==> config.mk <==
export PLATFORM = sky130hd
export DESIGN_NAME = graphics_command_token_parser
export DESIGN_NICKNAME = d
export VERILOG_FILES = /design/src/rtl/gctp_pkg.sv /design/src/rtl/gctp_in_stage.sv /design/src/rtl/gctp_parse.sv /design/src/rtl/gctp_out_stage.sv /design/src/rtl/graphics_command_token_parser.sv
export SDC_FILE = /design/constraint.sdc
export NUM_CORES = 1
export LEC_CHECK = 0
export BUFFER_PORTS_ARGS = -buffer_cell sky130_fd_sc_hd__buf_2
export CAP_MARGIN = 20
export CORE_UTILIZATION = 40
export CTS_BUF_LIST = sky130_fd_sc_hd__clkbuf_4 sky130_fd_sc_hd__clkbuf_8
export DETAILED_ROUTE_END_ITERATION = 12
export HOLD_SLACK_MARGIN = 0.05
export PLACE_DENSITY = 0.56
export RECOVER_POWER = 100
export SYNTH_ARGS = -nofsm -noshare
export SYNTH_HDL_FRONTEND = slang
export SYNTH_HIERARCHICAL = 1
export SYNTH_SLANG_ARGS = --single-unit
export TNS_END_PERCENT = 100
==> constraint.sdc <==
create_clock -name aclk -period 4.91 [get_ports aclk]
set_input_delay 0.7365 -clock aclk [delete_from_list [all_inputs] [get_ports aclk]]
set_output_delay 0.7365 -clock aclk [all_outputs]
set_load 0.005 [all_outputs]
==> src/rtl/gctp_pkg.sv <==
// Package: shared types and codes for the graphics command token parser.
`default_nettype none

package gctp_pkg;

    // Parser phase
    typedef enum logic [2:0] {
        PH_HEADER  = 3'd0,
        PH_NUMBER  = 3'd1,
        PH_OPCODE  = 3'd2,
        PH_STRLEN  = 3'd3,
        PH_CHARS   = 3'd4,
        PH_DISCARD = 3'd5
    } phase_t;

    // Token kinds
    localparam logic [2:0] KIND_NUMBER = 3'd0;
    localparam logic [2:0] KIND_OPCODE = 3'd1;
    localparam logic [2:0] KIND_CHAR   = 3'd2;
    localparam logic [2:0] KIND_EMPTY  = 3'd3;
    localparam logic [2:0] KIND_ERROR  = 3'd4;

    // Error codes
    localparam logic [1:0] ERR_SIZE  = 2'd0;
    localparam logic [1:0] ERR_TYPE  = 2'd1;
    localparam logic [1:0] ERR_FMT   = 2'd2;
    localparam logic [1:0] ERR_TRUNC = 2'd3;

    // Header low-bit token classes
    localparam logic [1:0] HDR_NUMBER  = 2'd0;
    localparam logic [1:0] HDR_COMMAND = 2'd1;
    localparam logic [1:0] HDR_OBJECT  = 2'd2;

    // Object type of a string
    localparam logic [4:0] OBJ_STRING = 5'd1;

    // Number size codes, and the one that is invalid
    localparam logic [1:0] NUM_SIZE_BAD  = 2'd3;
    localparam logic [1:0] NUM_SIZE_WORD = 2'd2;
    localparam logic [1:0] NUM_SIZE_HALF = 2'd1;
    localparam logic [1:0] NUM_SIZE_BYTE = 2'd0;

    typedef struct packed {
        logic [7:0] byte_in;
        logic       last_in_buffer;
    } in_item_t;

    typedef struct packed {
        logic [2:0]  token_kind;
        logic [31:0] value;
        logic        string_last;
        logic [1:0]  error_code;
    } out_item_t;

    // Handshake control from the parse stage to the neighbor stages
    typedef struct packed {
        logic consume;
        logic load;
    } step_ctl_t;

endpackage

`default_nettype wire

==> src/rtl/gctp_in_stage.sv <==
// Input register stage: holds one accepted byte until the parser consumes it.
`default_nettype none

module gctp_in_stage (
    input  wire logic               aclk,
    input  wire logic               aresetn,
    input  wire logic               s_valid,
    output logic                    s_ready,
    input  wire gctp_pkg::in_item_t s_item,
    input  wire gctp_pkg::step_ctl_t ctl,
    output logic                    hold_valid,
    output gctp_pkg::in_item_t      hold_item
);

    logic               valid_reg;
    logic               valid_next;
    gctp_pkg::in_item_t item_reg;

    // Take a new transfer when empty or when the held byte leaves this cycle
    assign s_ready = !valid_reg || ctl.consume;

    always_comb begin
        valid_next = valid_reg;
        if (s_valid && s_ready) begin
            valid_next = 1'b1;
        end else if (ctl.consume) begin
            valid_next = 1'b0;
        end
    end

    always_ff @(posedge aclk) begin
        if (!aresetn) begin
            valid_reg <= 1'b0;
        end else begin
            valid_reg <= valid_next;
        end
    end

    // Capture payload on transfer
    always_ff @(posedge aclk) begin
        if (s_valid && s_ready) begin
            item_reg <= s_item;
        end
    end

    assign hold_valid = valid_reg;
    assign hold_item  = item_reg;

endmodule

`default_nettype wire

==> src/rtl/gctp_parse.sv <==
// Parse stage: token state registers and the per-byte decode logic.
`default_nettype none

module gctp_parse (
    input  wire logic                aclk,
    input  wire logic                aresetn,
    input  wire logic                cfg_valid,
    input  wire logic                cfg_data,
    input  wire logic                hold_valid,
    input  wire gctp_pkg::in_item_t  hold_item,
    input  wire logic                out_free,
    output gctp_pkg::step_ctl_t      ctl,
    output gctp_pkg::out_item_t      res_item
);

    gctp_pkg::phase_t phase_reg,  phase_next;
    logic [2:0]       bytes_left_reg, bytes_left_next;
    logic             num_signed_reg, num_signed_next;
    logic [1:0]       num_size_reg,   num_size_next;
    logic [31:0]      acc_reg,        acc_next;
    logic [3:0]       op_low_reg,     op_low_next;
    logic [7:0]       chars_left_reg, chars_left_next;
    logic [7:0]       first_byte_reg, first_byte_next;
    logic             char_half_reg,  char_half_next;
    logic             big_endian_reg;

    logic             emit;
    logic             step;
    logic [7:0]       b;
    logic             last;
    logic [31:0]      acc_shift;
    logic [2:0]       bytes_dec;
    logic [7:0]       chars_dec;
    logic [15:0]      char_code;

    assign b    = hold_item.byte_in;
    assign last = hold_item.last_in_buffer;

    // Advance when a byte is held and its result, if any, has room
    assign step        = hold_valid && (!emit || out_free);
    assign ctl.consume = step;
    assign ctl.load    = step && emit;

    // Configuration register
    always_ff @(posedge aclk) begin
        if (!aresetn) begin
            big_endian_reg <= 1'b0;
        end else if (cfg_valid) begin
            big_endian_reg <= cfg_data;
        end
    end

    // Decode one byte against the current phase
    always_comb begin
        acc_shift = {acc_reg[23:0], b};
        bytes_dec = bytes_left_reg - 3'd1;
        chars_dec = chars_left_reg - 8'd1;
        char_code = big_endian_reg ? {first_byte_reg, b} : {b, first_byte_reg};

        phase_next      = phase_reg;
        bytes_left_next = bytes_left_reg;
        num_signed_next = num_signed_reg;
        num_size_next   = num_size_reg;
        acc_next        = acc_reg;
        op_low_next     = op_low_reg;
        chars_left_next = chars_left_reg;
        first_byte_next = first_byte_reg;
        char_half_next  = char_half_reg;

        emit     = 1'b0;
        res_item = '0;

        case (phase_reg)
            gctp_pkg::PH_NUMBER: begin
                acc_next        = acc_shift;
                bytes_left_next = bytes_dec;
                if (bytes_dec != 3'd0) begin
                    if (last) begin
                        emit                = 1'b1;
                        res_item.token_kind = gctp_pkg::KIND_ERROR;
                        res_item.error_code = gctp_pkg::ERR_TRUNC;
                        phase_next          = gctp_pkg::PH_HEADER;
                    end
                end else begin
                    emit                = 1'b1;
                    phase_next          = gctp_pkg::PH_HEADER;
                    res_item.token_kind = gctp_pkg::KIND_NUMBER;
                    res_item.value      = acc_shift;
                    // Sign-extend the short signed forms
                    if (num_signed_reg) begin
                        if (num_size_reg == gctp_pkg::NUM_SIZE_BYTE && acc_shift[7]) begin
                            res_item.value = acc_shift | 32'hFFFF_FF00;
                        end else if (num_size_reg == gctp_pkg::NUM_SIZE_HALF
                                     && acc_shift[15]) begin
                            res_item.value = acc_shift | 32'hFFFF_0000;
                        end
                    end
                end
            end

            gctp_pkg::PH_OPCODE: begin
                emit                = 1'b1;
                phase_next          = gctp_pkg::PH_HEADER;
                res_item.token_kind = gctp_pkg::KIND_OPCODE;
                res_item.value      = {20'd0, b, op_low_reg};
            end

            gctp_pkg::PH_STRLEN: begin
                if (b == 8'd0) begin
                    emit                = 1'b1;
                    phase_next          = gctp_pkg::PH_HEADER;
                    res_item.token_kind = gctp_pkg::KIND_EMPTY;
                end else if (last) begin
                    emit                = 1'b1;
                    phase_next          = gctp_pkg::PH_HEADER;
                    res_item.token_kind = gctp_pkg::KIND_ERROR;
                    res_item.error_code = gctp_pkg::ERR_TRUNC;
                end else begin
                    chars_left_next = b;
                    char_half_next  = 1'b0;
                    phase_next      = gctp_pkg::PH_CHARS;
                end
            end

            gctp_pkg::PH_CHARS: begin
                if (!char_half_reg) begin
                    if (last) begin
                        emit                = 1'b1;
                        phase_next          = gctp_pkg::PH_HEADER;
                        res_item.token_kind = gctp_pkg::KIND_ERROR;
                        res_item.error_code = gctp_pkg::ERR_TRUNC;
                    end else begin
                        first_byte_next = b;
                        char_half_next  = 1'b1;
                    end
                end else begin
                    char_half_next  = 1'b0;
                    chars_left_next = chars_dec;
                    emit            = 1'b1;
                    if (chars_dec != 8'd0 && last) begin
                        phase_next          = gctp_pkg::PH_HEADER;
                        res_item.token_kind = gctp_pkg::KIND_ERROR;
                        res_item.error_code = gctp_pkg::ERR_TRUNC;
                    end else begin
                        res_item.token_kind = gctp_pkg::KIND_CHAR;
                        res_item.value      = {16'd0, char_code};
                        if (chars_dec == 8'd0) begin
                            phase_next           = gctp_pkg::PH_HEADER;
                            res_item.string_last = 1'b1;
                        end
                    end
                end
            end

            gctp_pkg::PH_DISCARD: begin
                // Drop the rest of the write after an error
                if (last) begin
                    phase_next = gctp_pkg::PH_HEADER;
                end
            end

            default: begin
                // Header byte
                case (b[1:0])
                    gctp_pkg::HDR_NUMBER: begin
                        if (b[7:6] == gctp_pkg::NUM_SIZE_BAD) begin
                            emit                = 1'b1;
                            res_item.token_kind = gctp_pkg::KIND_ERROR;
                            res_item.error_code = gctp_pkg::ERR_SIZE;
                            phase_next = last ? gctp_pkg::PH_HEADER : gctp_pkg::PH_DISCARD;
                        end else if (last) begin
                            emit                = 1'b1;
                            res_item.token_kind = gctp_pkg::KIND_ERROR;
                            res_item.error_code = gctp_pkg::ERR_TRUNC;
                            phase_next          = gctp_pkg::PH_HEADER;
                        end else begin
                            num_signed_next = (b[5:3] != 3'd0);
                            num_size_next   = b[7:6];
                            bytes_left_next = (b[7:6] == gctp_pkg::NUM_SIZE_WORD) ? 3'd4
                                            : {1'b0, b[7:6]} + 3'd1;
                            acc_next        = 32'd0;
                            phase_next      = gctp_pkg::PH_NUMBER;
                        end
                    end
                    gctp_pkg::HDR_COMMAND: begin
                        if (last) begin
                            emit                = 1'b1;
                            res_item.token_kind = gctp_pkg::KIND_ERROR;
                            res_item.error_code = gctp_pkg::ERR_TRUNC;
                            phase_next          = gctp_pkg::PH_HEADER;
                        end else begin
                            op_low_next = b[7:4];
                            phase_next  = gctp_pkg::PH_OPCODE;
                        end
                    end
                    gctp_pkg::HDR_OBJECT: begin
                        if (b[7:3] != gctp_pkg::OBJ_STRING) begin
                            emit                = 1'b1;
                            res_item.token_kind = gctp_pkg::KIND_ERROR;
                            res_item.error_code = gctp_pkg::ERR_TYPE;
                            phase_next = last ? gctp_pkg::PH_HEADER : gctp_pkg::PH_DISCARD;
                        end else if (last) begin
                            emit                = 1'b1;
                            res_item.token_kind = gctp_pkg::KIND_ERROR;
                            res_item.error_code = gctp_pkg::ERR_TRUNC;
                            phase_next          = gctp_pkg::PH_HEADER;
                        end else begin
                            phase_next = gctp_pkg::PH_STRLEN;
                        end
                    end
                    default: begin
                        emit                = 1'b1;
                        res_item.token_kind = gctp_pkg::KIND_ERROR;
                        res_item.error_code = gctp_pkg::ERR_FMT;
                        phase_next = last ? gctp_pkg::PH_HEADER : gctp_pkg::PH_DISCARD;
                    end
                endcase
            end
        endcase
    end

    // Phase register
    always_ff @(posedge aclk) begin
        if (!aresetn) begin
            phase_reg <= gctp_pkg::PH_HEADER;
        end else if (step) begin
            phase_reg <= phase_next;
        end
    end

    // Token working registers, written before every read
    always_ff @(posedge aclk) begin
        if (step) begin
            bytes_left_reg <= bytes_left_next;
            num_signed_reg <= num_signed_next;
            num_size_reg   <= num_size_next;
            acc_reg        <= acc_next;
            op_low_reg     <= op_low_next;
            chars_left_reg <= chars_left_next;
            first_byte_reg <= first_byte_next;
            char_half_reg  <= char_half_next;
        end
    end

endmodule

`default_nettype wire

==> src/rtl/gctp_out_stage.sv <==
// Result register stage: holds one token until the receiver takes it.
`default_nettype none

module gctp_out_stage (
    input  wire logic                aclk,
    input  wire logic                aresetn,
    input  wire gctp_pkg::step_ctl_t ctl,
    input  wire gctp_pkg::out_item_t res_item,
    output logic                     out_free,
    output logic                     m_valid,
    input  wire logic                m_ready,
    output gctp_pkg::out_item_t      m_item
);

    logic                valid_reg;
    logic                valid_next;
    gctp_pkg::out_item_t item_reg;

    // Room for a new token when empty or when the held one leaves now
    assign out_free = !valid_reg || m_ready;

    always_comb begin
        valid_next = valid_reg;
        if (ctl.load) begin
            valid_next = 1'b1;
        end else if (m_ready) begin
            valid_next = 1'b0;
        end
    end

    always_ff @(posedge aclk) begin
        if (!aresetn) begin
            valid_reg <= 1'b0;
        end else begin
            valid_reg <= valid_next;
        end
    end

    // Load payload from the parse stage
    always_ff @(posedge aclk) begin
        if (ctl.load) begin
            item_reg <= res_item;
        end
    end

    assign m_valid = valid_reg;
    assign m_item  = item_reg;

endmodule

`default_nettype wire

==> src/rtl/graphics_command_token_parser.sv <==
// Top level: graphics command token parser, input stage, parse stage, result stage.
//
// Usage:
//   s_valid/s_ready/s_item carry the command stream one byte per transfer,
//   with last_in_buffer marking the final byte of one write.
//   m_valid/m_ready/m_item carry tokens: numbers, opcodes, string characters,
//   empty strings and errors. A byte gives at most one token.
//   cfg_valid/cfg_ready/cfg_data write the character byte order bit;
//   cfg_ready is always high. Write it only while the parser is idle.
// Path: the last byte of a token sits in the input register while the decode
//   logic feeds the result register, which drives m_valid and m_item.
// Throughput: one byte per cycle; the input register, the parse state and
//   the result register each move every cycle while the receiver keeps up.
// Stall: when m_ready is low with a token waiting, a byte that makes no token
//   still goes through; a byte that makes a token waits in the input register
//   and s_ready drops until the result register frees up.
// Reset: synchronous active-low aresetn empties both registers, returns the
//   parser to expecting a header and clears the byte order bit.
`default_nettype none

module graphics_command_token_parser (
    input  wire logic                aclk,
    input  wire logic                aresetn,
    input  wire logic                cfg_valid,
    output logic                     cfg_ready,
    input  wire logic                cfg_data,
    input  wire logic                s_valid,
    output logic                     s_ready,
    input  wire gctp_pkg::in_item_t  s_item,
    output logic                     m_valid,
    input  wire logic                m_ready,
    output gctp_pkg::out_item_t      m_item
);

    gctp_pkg::step_ctl_t ctl;
    gctp_pkg::in_item_t  hold_item;
    gctp_pkg::out_item_t res_item;
    logic                hold_valid;
    logic                out_free;

    assign cfg_ready = 1'b1;

    gctp_in_stage u_in (
        .aclk       (aclk),
        .aresetn    (aresetn),
        .s_valid    (s_valid),
        .s_ready    (s_ready),
        .s_item     (s_item),
        .ctl        (ctl),
        .hold_valid (hold_valid),
        .hold_item  (hold_item)
    );

    gctp_parse u_parse (
        .aclk       (aclk),
        .aresetn    (aresetn),
        .cfg_valid  (cfg_valid),
        .cfg_data   (cfg_data),
        .hold_valid (hold_valid),
        .hold_item  (hold_item),
        .out_free   (out_free),
        .ctl        (ctl),
        .res_item   (res_item)
    );

    gctp_out_stage u_out (
        .aclk     (aclk),
        .aresetn  (aresetn),
        .ctl      (ctl),
        .res_item (res_item),
        .out_free (out_free),
        .m_valid  (m_valid),
        .m_ready  (m_ready),
        .m_item   (m_item)
    );

endmodule

`default_nettype wire
After elaboration in Yosys (flattened, before gate mapping)
Index checks and enable logic that the tools add are counted.

operators by class
  add/sub/neg operators = 3
  equality and inequality tests = 17
  mux-type cells = 72
  bitwise operators = 6
  reduce and logical (&&, ||, !) cells = 34

operator list
  cell                                                 number
  two-way mux 32 bit                                   4
  one-hot mux 32 bit (3 select lines)                  1
  two-way mux 24 bit                                   3
  two-way mux 3 bit                                    21
  one-hot mux 24 bit (2 select lines)                  1
  two-way mux 33 bit                                   1
  one-hot mux 3 bit (5 select lines)                   2
  two-way mux 8 bit                                    3
  two-way mux 2 bit                                    9
  one-hot mux 3 bit (3 select lines)                   2
  two-way mux 17 bit                                   1
  logical NOT 8 bit                                    2
  two-way mux 1 bit                                    16
  two-way mux 16 bit                                   1
  one-hot mux 8 bit (2 select lines)                   1
  AND reduction 5 bit                                  3
  AND reduction 4 bit                                  3
  one-hot mux 2 bit (4 select lines)                   1
  nonzero test 2 bit                                   4
  nonzero test 8 bit                                   1
  subtractor 8 x 1 -> 8 bit, second input constant     1
  equality test 2 bit, second input constant           3
  equality test 3 x 2 -> 1 bit, second input constant  2
  equality test 3 bit, second input constant           2
  24 further kinds                                     44

storage, ports and cells
  bits in registers = 104
  bits of input ports = 15
  output and inout bits = 41

Depth between registers and ports, before layout
Gate-level depths: netlist of the first run.

  depth in word-level cells = 10
  depth in mapped cells = 12
  depth with buffers taken out = 10

Modules after synthesis
Netlist of the first run, hierarchy kept.

modules (own cells, without submodules)
  module                         times used  cells each  area an instance (µm²)  seq. area each (µm²)
  gctp_parse                     1           301         3188.1                  1611.5
  gctp_out_stage                 1           42          1189.9                  1161.1
  gctp_in_stage                  1           14          327.8                   290.3
  graphics_command_token_parser  1           2           11.3                    0.0

Least setup slack after synthesis of the first run
OpenSTA, ideal clock, no wires.

  kind = register to register
  start point = register u_in.item_reg (netlist bit u_in/hold_item[7])
  end point = register u_out.item_reg (netlist bit u_out/m_item[0]) (enable)
  arrival time = 3.767 ns
  data required time = 4.462 ns
  slack = 0.696 ns
  stages on the path, launching flop included = 9
  buffers on the path = 2
  cells stage by stage = edfxtp_1 buf_6 or4_1 o22ai_2 a21o_1 a21oi_1 nand2b_1 buf_2 a21oi_1

RTL lines
  item                      line                  text
  start: declaration        gctp_in_stage.sv:17   gctp_pkg::in_item_t item_reg;
  start signal: assignment  gctp_in_stage.sv:42   item_reg <= s_item;
  end signal: assignment    gctp_out_stage.sv:42  item_reg <= res_item;
  end: declaration          gctp_out_stage.sv:17  gctp_pkg::out_item_t item_reg;

Worst setup path after layout of the first run
  start point = register u_parse.phase_reg[1]
  end point = register u_parse.acc_reg[17] (enable)

on the way
  cells in the longest elaborated chain, start to end = 6
  elaborated cells on any way between the ends = 15

RTL lines
  item                                         line               text
  start: declaration                           gctp_parse.sv:16   gctp_pkg::phase_t phase_reg, phase_next;
  start signal: assignment                     gctp_parse.sv:225  phase_reg <= gctp_pkg::PH_HEADER;
  start signal: assignment                     gctp_parse.sv:227  phase_reg <= phase_next;
  equality test 3 bit (tied with other cells)  gctp_parse.sv:73   case (phase_reg)
  one-hot mux 1 bit (5 select lines)           gctp_parse.sv:73
  logical NOT 1 bit                            gctp_parse.sv:40   assign step = hold_valid && (!emit || out_free);
  logical OR 1 bit                             gctp_parse.sv:40
  logical AND 1 bit                            gctp_parse.sv:40
  AND reduction 5 bit (no source line) (*)     n/a
  end signal: assignment                       gctp_parse.sv:237  acc_reg <= acc_next;
  end: declaration                             gctp_parse.sv:20   logic [31:0] acc_reg, acc_next;

Mark *: on every way between the ends. The rest lies on a longest branch, timed or not.
A chain may end at the register's enable or synchronous reset.

==> flow_summary.toml, run 1 <==
[pwr]
p_switching_mw = 0.3797
switching_share_pct = 22.40
vdd_drop_max_uv = 207.2
p_int_mw = 1.315
pwr-share-clk_pct = 31.5
leakage_nw = 1.832
power_density_mw_per_mm2 = 324.1
pwr-share-seq_pct = 61.2
combPwrFrac_pct = 7.3

[route]
drt_first_pass_iters = 5
drt_iter0_markers = 197
drc = 0
vias = 2986
via_per_inst = 5.361
postRouteAntennaNets = 0
wirelength_um = 9576
wl_per_cell_um = 17.19

[synthesis]
synth.net_count = 378
avgSynthCellArea_um2 = 13.14
yosys.area_share.adder_pct = 1.061
yosysSeqAreaShare_pct = 64.93
yosysTopAreaCell = "edfxtp_1"
netlist.area_leader.share_pct = 62.39
synth-xor-area-share_pct = 0.9284
yosysWarnings = 6
synthArstFlopShare_pct = 0
netlist_top_cells_area = "edfxtp_1 (62%), and2_1 (4.2%), dfxtp_1 (2.5%), o21ai_0 (2.5%), o21a_1 (2.5%)"
synth_compound_area_share_pct = 13.61
synth_edf_count = 98
muxShareOfSynthArea_pct = 2.334
synth_area_mm2 = 0.004717
postSynthCellCount = 359
synth_top_family_by_area = "simple AND/OR/NAND/NOR gates"
ys_ff_latch = 104
yosys.area_share.simple_pct = 14.06
synth.distinct_cells = 58
synthFlopType = "edfxtp_1"

[placed_design]
place.gp.congestion = 0.8763
dp.cells = 541
dpl.hpwl_um = 6434
port_buffers = 54

[finish]
diodes = 0
fin_nets = 428
utilization_pct = 45.61
fill_cells = 1059
largest_reg_flops = 38
final_cell_mix = "edfxtp_1 (98), buf_2 (44), o21ai_0 (29), nand2_1 (23), and2_1 (19)"
areaGrowthSynthToFinish_pct = 10.88
drive_gt1_share_pct = 16.43
register_area_mm2 = 0.003063
multi_input_area_mm2 = 0.001461
layout_commonest_cell = "edfxtp_1"
stdcell_count = 557

[clock_network]
cts_max_path_buffers = 2
post_cts_resized = 0
cts_tree = "done"
clk_pin_slew_ns = 0.10
ctsHoldBuffers = 0
cts-buffers-inserted = 9
cts.sinks = 104
insertion_delay_ns = 0.38
htreeDepth = 3
post_cts_buffers = 0
cts_root_buf = "clkbuf_8"

[timing]
holdWs_ns = 0.5011
period_share_pct = 81.55
max_slew.worst_pin.slew_ns = 1.523
maxSlewViolCount = 28
finalHoldViolations = 0
rsz0062_at_grt = "false"
slew-limit-headroom_pct = -1.552
fmaxAchievable_mhz = 249.7
tns_ns = 0
clock_skew_ns = 0.01386
fin_crit_ns = 4.004
setup_viol = 0

[critical_path]
rr_worst_depth = 7
r2r_slack_ns = 0.91
path_max_fanout = 27
cp.required_ns = 4.89
criticalPathCategory = "register to register"
cp-endpoint = "u_parse/acc_reg[17]$_SDFFCE_PN0P_"
rr_endpoint = "u_parse/acc_reg[17]$_SDFFCE_PN0P_"
r2r-start = "u_parse/phase_reg[1]$_SDFFE_PN0P_"
critPathArrivalTime_ns = 3.98
worstSetupEndpointType = "register"
cp-startpoint = "u_parse/phase_reg[1]$_SDFFE_PN0P_"
critPathLaunchType = "register"

[floorplan]
rows = 39
ios = 56
die_x_um = 110.6
core_mm2 = 0.01147
die_area_mm2 = 0.01223
initial_core_util_pct = 41.13
die_y_um = 110.6

[global_route]
overflow = 0
antenna_found_initial = 0
grt_use_total_pct = 16.51
grt_max_degree = 35
grt_pass1_vias = 2974
grt_pass1_wl_um = 15430

[outcome]
violations = "max-capacitance violations, max-slew violations"
status = "finished, violations left"

[flow_run]
maxCapViolations = 1

[hold_path]
worstHoldPathType = "register to register"
-- per-stage QoR --
step | setup WS, ns | cell area [um^2] | power [mW]
after CTS | 1.040 | 5326 | 1.724
after global routing | 0.5206 | 5230 | 1.763
after detailed placement | 1.395 | 5130 | 1.191
after global placement | 1.482 | 5130 | 1.191
after floorplan | 0.6957 | 4717 | 1.133
final | 0.9057 | 5230 | 1.695
-- Yosys cell counts, types with 2 or more instances --
library cell and instances:
nand3b_1 3, inv_2 2, nand2b_4 2, or3b_1 2
nor4_2 2, mux2i_1 11, edfxtp_1 98, o31ai_1 3
a21oi_1 13, nand3_1 2, ha_1 4, or3_1 4
and3b_1 3, nor2_1 10, xnor2_1 4, buf_2 2
o21a_1 16, o32ai_1 3, o21ai_0 24, nand2_1 23
a21boi_2 2, nor2b_1 3, o22ai_2 2, clkbuf_1 16
nand2b_1 4, nor3_1 5, dfxtp_1 6, and2_1 32
o211ai_1 5, a221o_1 8, or2_2 2, inv_1 10
buf_4 2, or4_1 2, o21ai_1 6
-- power by group through the flow --
stage          registers (mW)  logic (mW)  clock network, mW
3_3_place_gp             1.06       0.135                  0
5_1_grt                  1.04       0.137              0.583
2_1_floorplan            1.05      0.0855                  0
4_1_cts                  1.04       0.134              0.553
3_5_place_dp             1.06       0.134                  0
6_report                 1.04       0.124              0.535
-- worst max-delay path, stage by stage, from the launching register on --
cell	delay (ns)
dfxtp_1	0.68
or3b_1	0.54
o311ai_0	0.27
a2bb2oi_1	0.29
a21oi_1	0.17
nand2b_1	0.33
a21oi_1	0.19
clkbuf_1	1.12
-- how the worst min path moves through the flow --
stage	startpoint	endpoint	slack (ns)	depth (start not counted)
final	u_out/m_valid$_SDFFE_PN0P_	u_out/m_valid$_SDFFE_PN0P_	0.50	2
after global routing	s_item[3]	u_in/hold_item[3]$_DFFE_PP_	0.50	1
after CTS	u_out/m_valid$_SDFFE_PN0P_	u_out/m_valid$_SDFFE_PN0P_	0.51	2
after detailed placement	u_out/m_valid$_SDFFE_PN0P_	u_out/m_valid$_SDFFE_PN0P_	0.49	2
after global placement	u_out/m_valid$_SDFFE_PN0P_	u_out/m_valid$_SDFFE_PN0P_	0.48	2
after floorplan	u_in/hold_item[1]$_DFFE_PP_	u_parse/first_byte_reg[0]$_DFFE_PP_	0.45	0
-- kinds of logic (layout without fill, tap and decap cells) --
family,Yosys count,after routing
adders and majority gates,4,4
and+or+nand+nor,108,108
other,1,1
muxes,11,11
xor gates and xnor gates,5,5
buffers and inverters,33,88
AOI/OAI and AO/OA,93,93
DFF,104,104
-- metal layers --
layer  track usage (%)  wire length (um)  vias up
met2             26.42              4523       85
met3             5.269               469       13
li1                  -                 -     1436
met1             21.11              4450     1452
met5                 0                 0        -
met4             5.689               133        0
-- final cells by class --
class	count	share of cell area [%]
Clock buffer	13	2.943
Inverter	12	0.8612
Clock inverter	3	0.8134
Tap cell	143	3.421
Multi-Input combinational cell	222	27.94
Timing Repair Buffer	60	5.455
Sequential cell	104	58.56
(Power assumes the default switching activity.)
==> run 2: changes to the inputs <==
==> constraint.sdc (replaced) <==
create_clock -name aclk -period 3.8 [get_ports aclk]
set_input_delay 0.57 -clock aclk [delete_from_list [all_inputs] [get_ports aclk]]
set_output_delay 0.57 -clock aclk [all_outputs]
set_load 0.005 [all_outputs]
==> run 2 against run 1 <==
  * The flow now finishes without violations
  * Core utilization grew 0.31 points
  * Critical endpoint is now s_ready
  * Total power is 26% higher
  * Clock power rose by 19%
  * Critical path type is now register to output pin
  * First-iteration DRC count is 16% lower
  * Flip-flop and latch count unchanged
  * Non-clock buffer count up 9
  * Sequential power is 28% higher
  * Final cell count rose by 1.6%
  * Combinational power rose by 39%
  * Highest routed layer unchanged
  * Critical path depth rose by 2
==> flow_summary.toml, run 2 (same netlist as run 1, synthesis figures left out) <==
[timing]
maxSlewViolCount = 0
fin_crit_ns = 3.411
rsz0062_at_grt = "false"
clock_skew_ns = 0.01241
period_share_pct = 89.76
setup_viol = 0
slew-limit-headroom_pct = 35.06
tns_ns = 0
fmaxAchievable_mhz = 293.2
finalHoldViolations = 0
max_slew.worst_pin.slew_ns = 0.9741

[floorplan]
die_area_mm2 = 0.01223
ios = 56
die_y_um = 110.6
initial_core_util_pct = 41.13
core_mm2 = 0.01147
rows = 39
die_x_um = 110.6

[finish]
drive_gt1_share_pct = 17.97
largest_reg_flops = 38
final_cell_mix = "edfxtp_1 (98), buf_2 (44), o21ai_0 (28), and2_1 (27), nand2_1 (23)"
fill_cells = 1048
areaGrowthSynthToFinish_pct = 11.62
diodes = 0
fin_nets = 437
layout_commonest_cell = "edfxtp_1"

[global_route]
antenna_found_initial = 0
grt_use_total_pct = 16.50
globalRouteMet2Util_pct = 25.59
grt_max_degree = 28
grt.met1_usage_pct = 21.57
overflow = 0
grt_busiest_layer = "met2"
grt_pass1_wl_um = 15360
grt_pass1_vias = 2927
grt.met3_usage_pct = 3.952

[pwr]
power_density_mw_per_mm2 = 406.7
vdd_drop_max_uv = 228.1
leakage_nw = 1.850
finalPower_mw = 2.141

[clock_network]
htreeDepth = 3
ctsHoldBuffers = 0
clk_pin_slew_ns = 0.10
cts_max_path_buffers = 2
cts-buffers-inserted = 9
insertion_delay_ns = 0.38
cts_root_buf = "clkbuf_8"
cts.sinks = 104
cts_tree = "done"

[critical_path]
critPathBufInv = 3
critPathTopFamily = "compound AO/OA/AOI/OAI gates"
critPathLaunchType = "register"
cp_slowest_stage_delay_ns = 0.52
path_max_fanout = 10
cp.required_ns = 3.23
rr_worst_depth = 9
criticalPathCategory = "register to output pin"
crit_cells = 9
critPathArrivalTime_ns = 2.84
crit_chain = "clkbuf_1, and3b_1, a221oi_1, a2bb2oi_1, a21oi_1, nand2b_2, inv_1, nand2b_1, buf_2"
slowest_stage = "dfxtp_1"
worstSetupEndpointType = "output pin"

[outcome]
status = "finished, final reports clean"

[placed_design]
port_buffers = 54
dpl.hpwl_um = 6573
place.gp.congestion = 0.9138

[route]
via_per_inst = 5.274
postRouteAntennaNets = 0
drt_iter0_markers = 165
wl_per_cell_um = 16.76
drt_first_pass_iters = 4
wirelength_um = 9484
vias = 2985
drc = 0

[hold_path]
worstHoldPathType = "primary input to register"
min_path_cells = 1

[flow_run]
maxCapViolations = 0
==> run 2: changes by cell type in the layout (fill, tap and decap cells not counted), sizes merged <==
cell      delta
buf          +1
bufinv       -1
clkbuf       +4
clkinvlp     +1
inv          +4
==> run 2: layer usage <==
| metal | vias up | share of wire, % |
|---|---|---|
| met5 | - | 0 |
| met4 | 0 | 2.1 |
| met3 | 15 | 3.7 |
| met2 | 80 | 47 |
| met1 | 1425 | 47 |
| li1 | 1465 | - |
==> run 2: repair_timing <==
item	4_1_cts	5_1_grt
endpoints found under the setup margin	0	1
setup buffers	0	0
gates resized for setup	0	2
==> run 2: layout make-up <==
cell class	instances	area, um^2	share of cell area, %
tap	143	178.9	3.398
sequential	104	3063	58.17
inverter	12	45.04	0.8555
clock inverter	7	53.80	1.022
clock buffer	9	123.9	2.353
timing repair buffer	69	321.6	6.107
multi-input combinational	222	1479	28.09
==> run 2: power breakdown <==
part / internal [mW] / total [mW] / switching [mW] / leakage (nW)
Clock: 0.245 / 0.638 / 0.393 / 0.0896
Sequential: 1.30 / 1.33 / 0.0280 / 0.979
Combinational: 0.0646 / 0.172 / 0.107 / 0.781
Total: 1.61 / 2.14 / 0.528 / 1.85
==> run 2: worst paths after layout <==
check / start / endpoint / slack (ns)
setup / recovery: u_parse/phase_reg[1]$_SDFFE_PN0P_ / s_ready / 0.39
hold / removal: s_item[3] / u_in/hold_item[3]$_DFFE_PP_ / 0.36
setup reg to reg: u_parse/chars_left_reg[0]$_DFFE_PP_ / u_out/m_item[8]$_DFFE_PP_ / 0.40
hold reg to reg: u_out/m_valid$_SDFFE_PN0P_ / u_out/m_valid$_SDFFE_PN0P_ / 0.50
==> run 2: stage by stage <==
stage	hold slack (ns)	std cells	area [um^2]	setup slack, ns	utilization [%]
floorplan	0.4546	359	4721	0.1463	-
global placement	0.4849	550	5210	0.6183	45.43
detailed placement	0.4961	550	5210	0.5293	45.43
CTS	0.3324	566	5388	0.1934	46.98
global route	0.3195	566	5265	0.1432	45.91
finish	0.3597	566	5265	0.3892	45.91
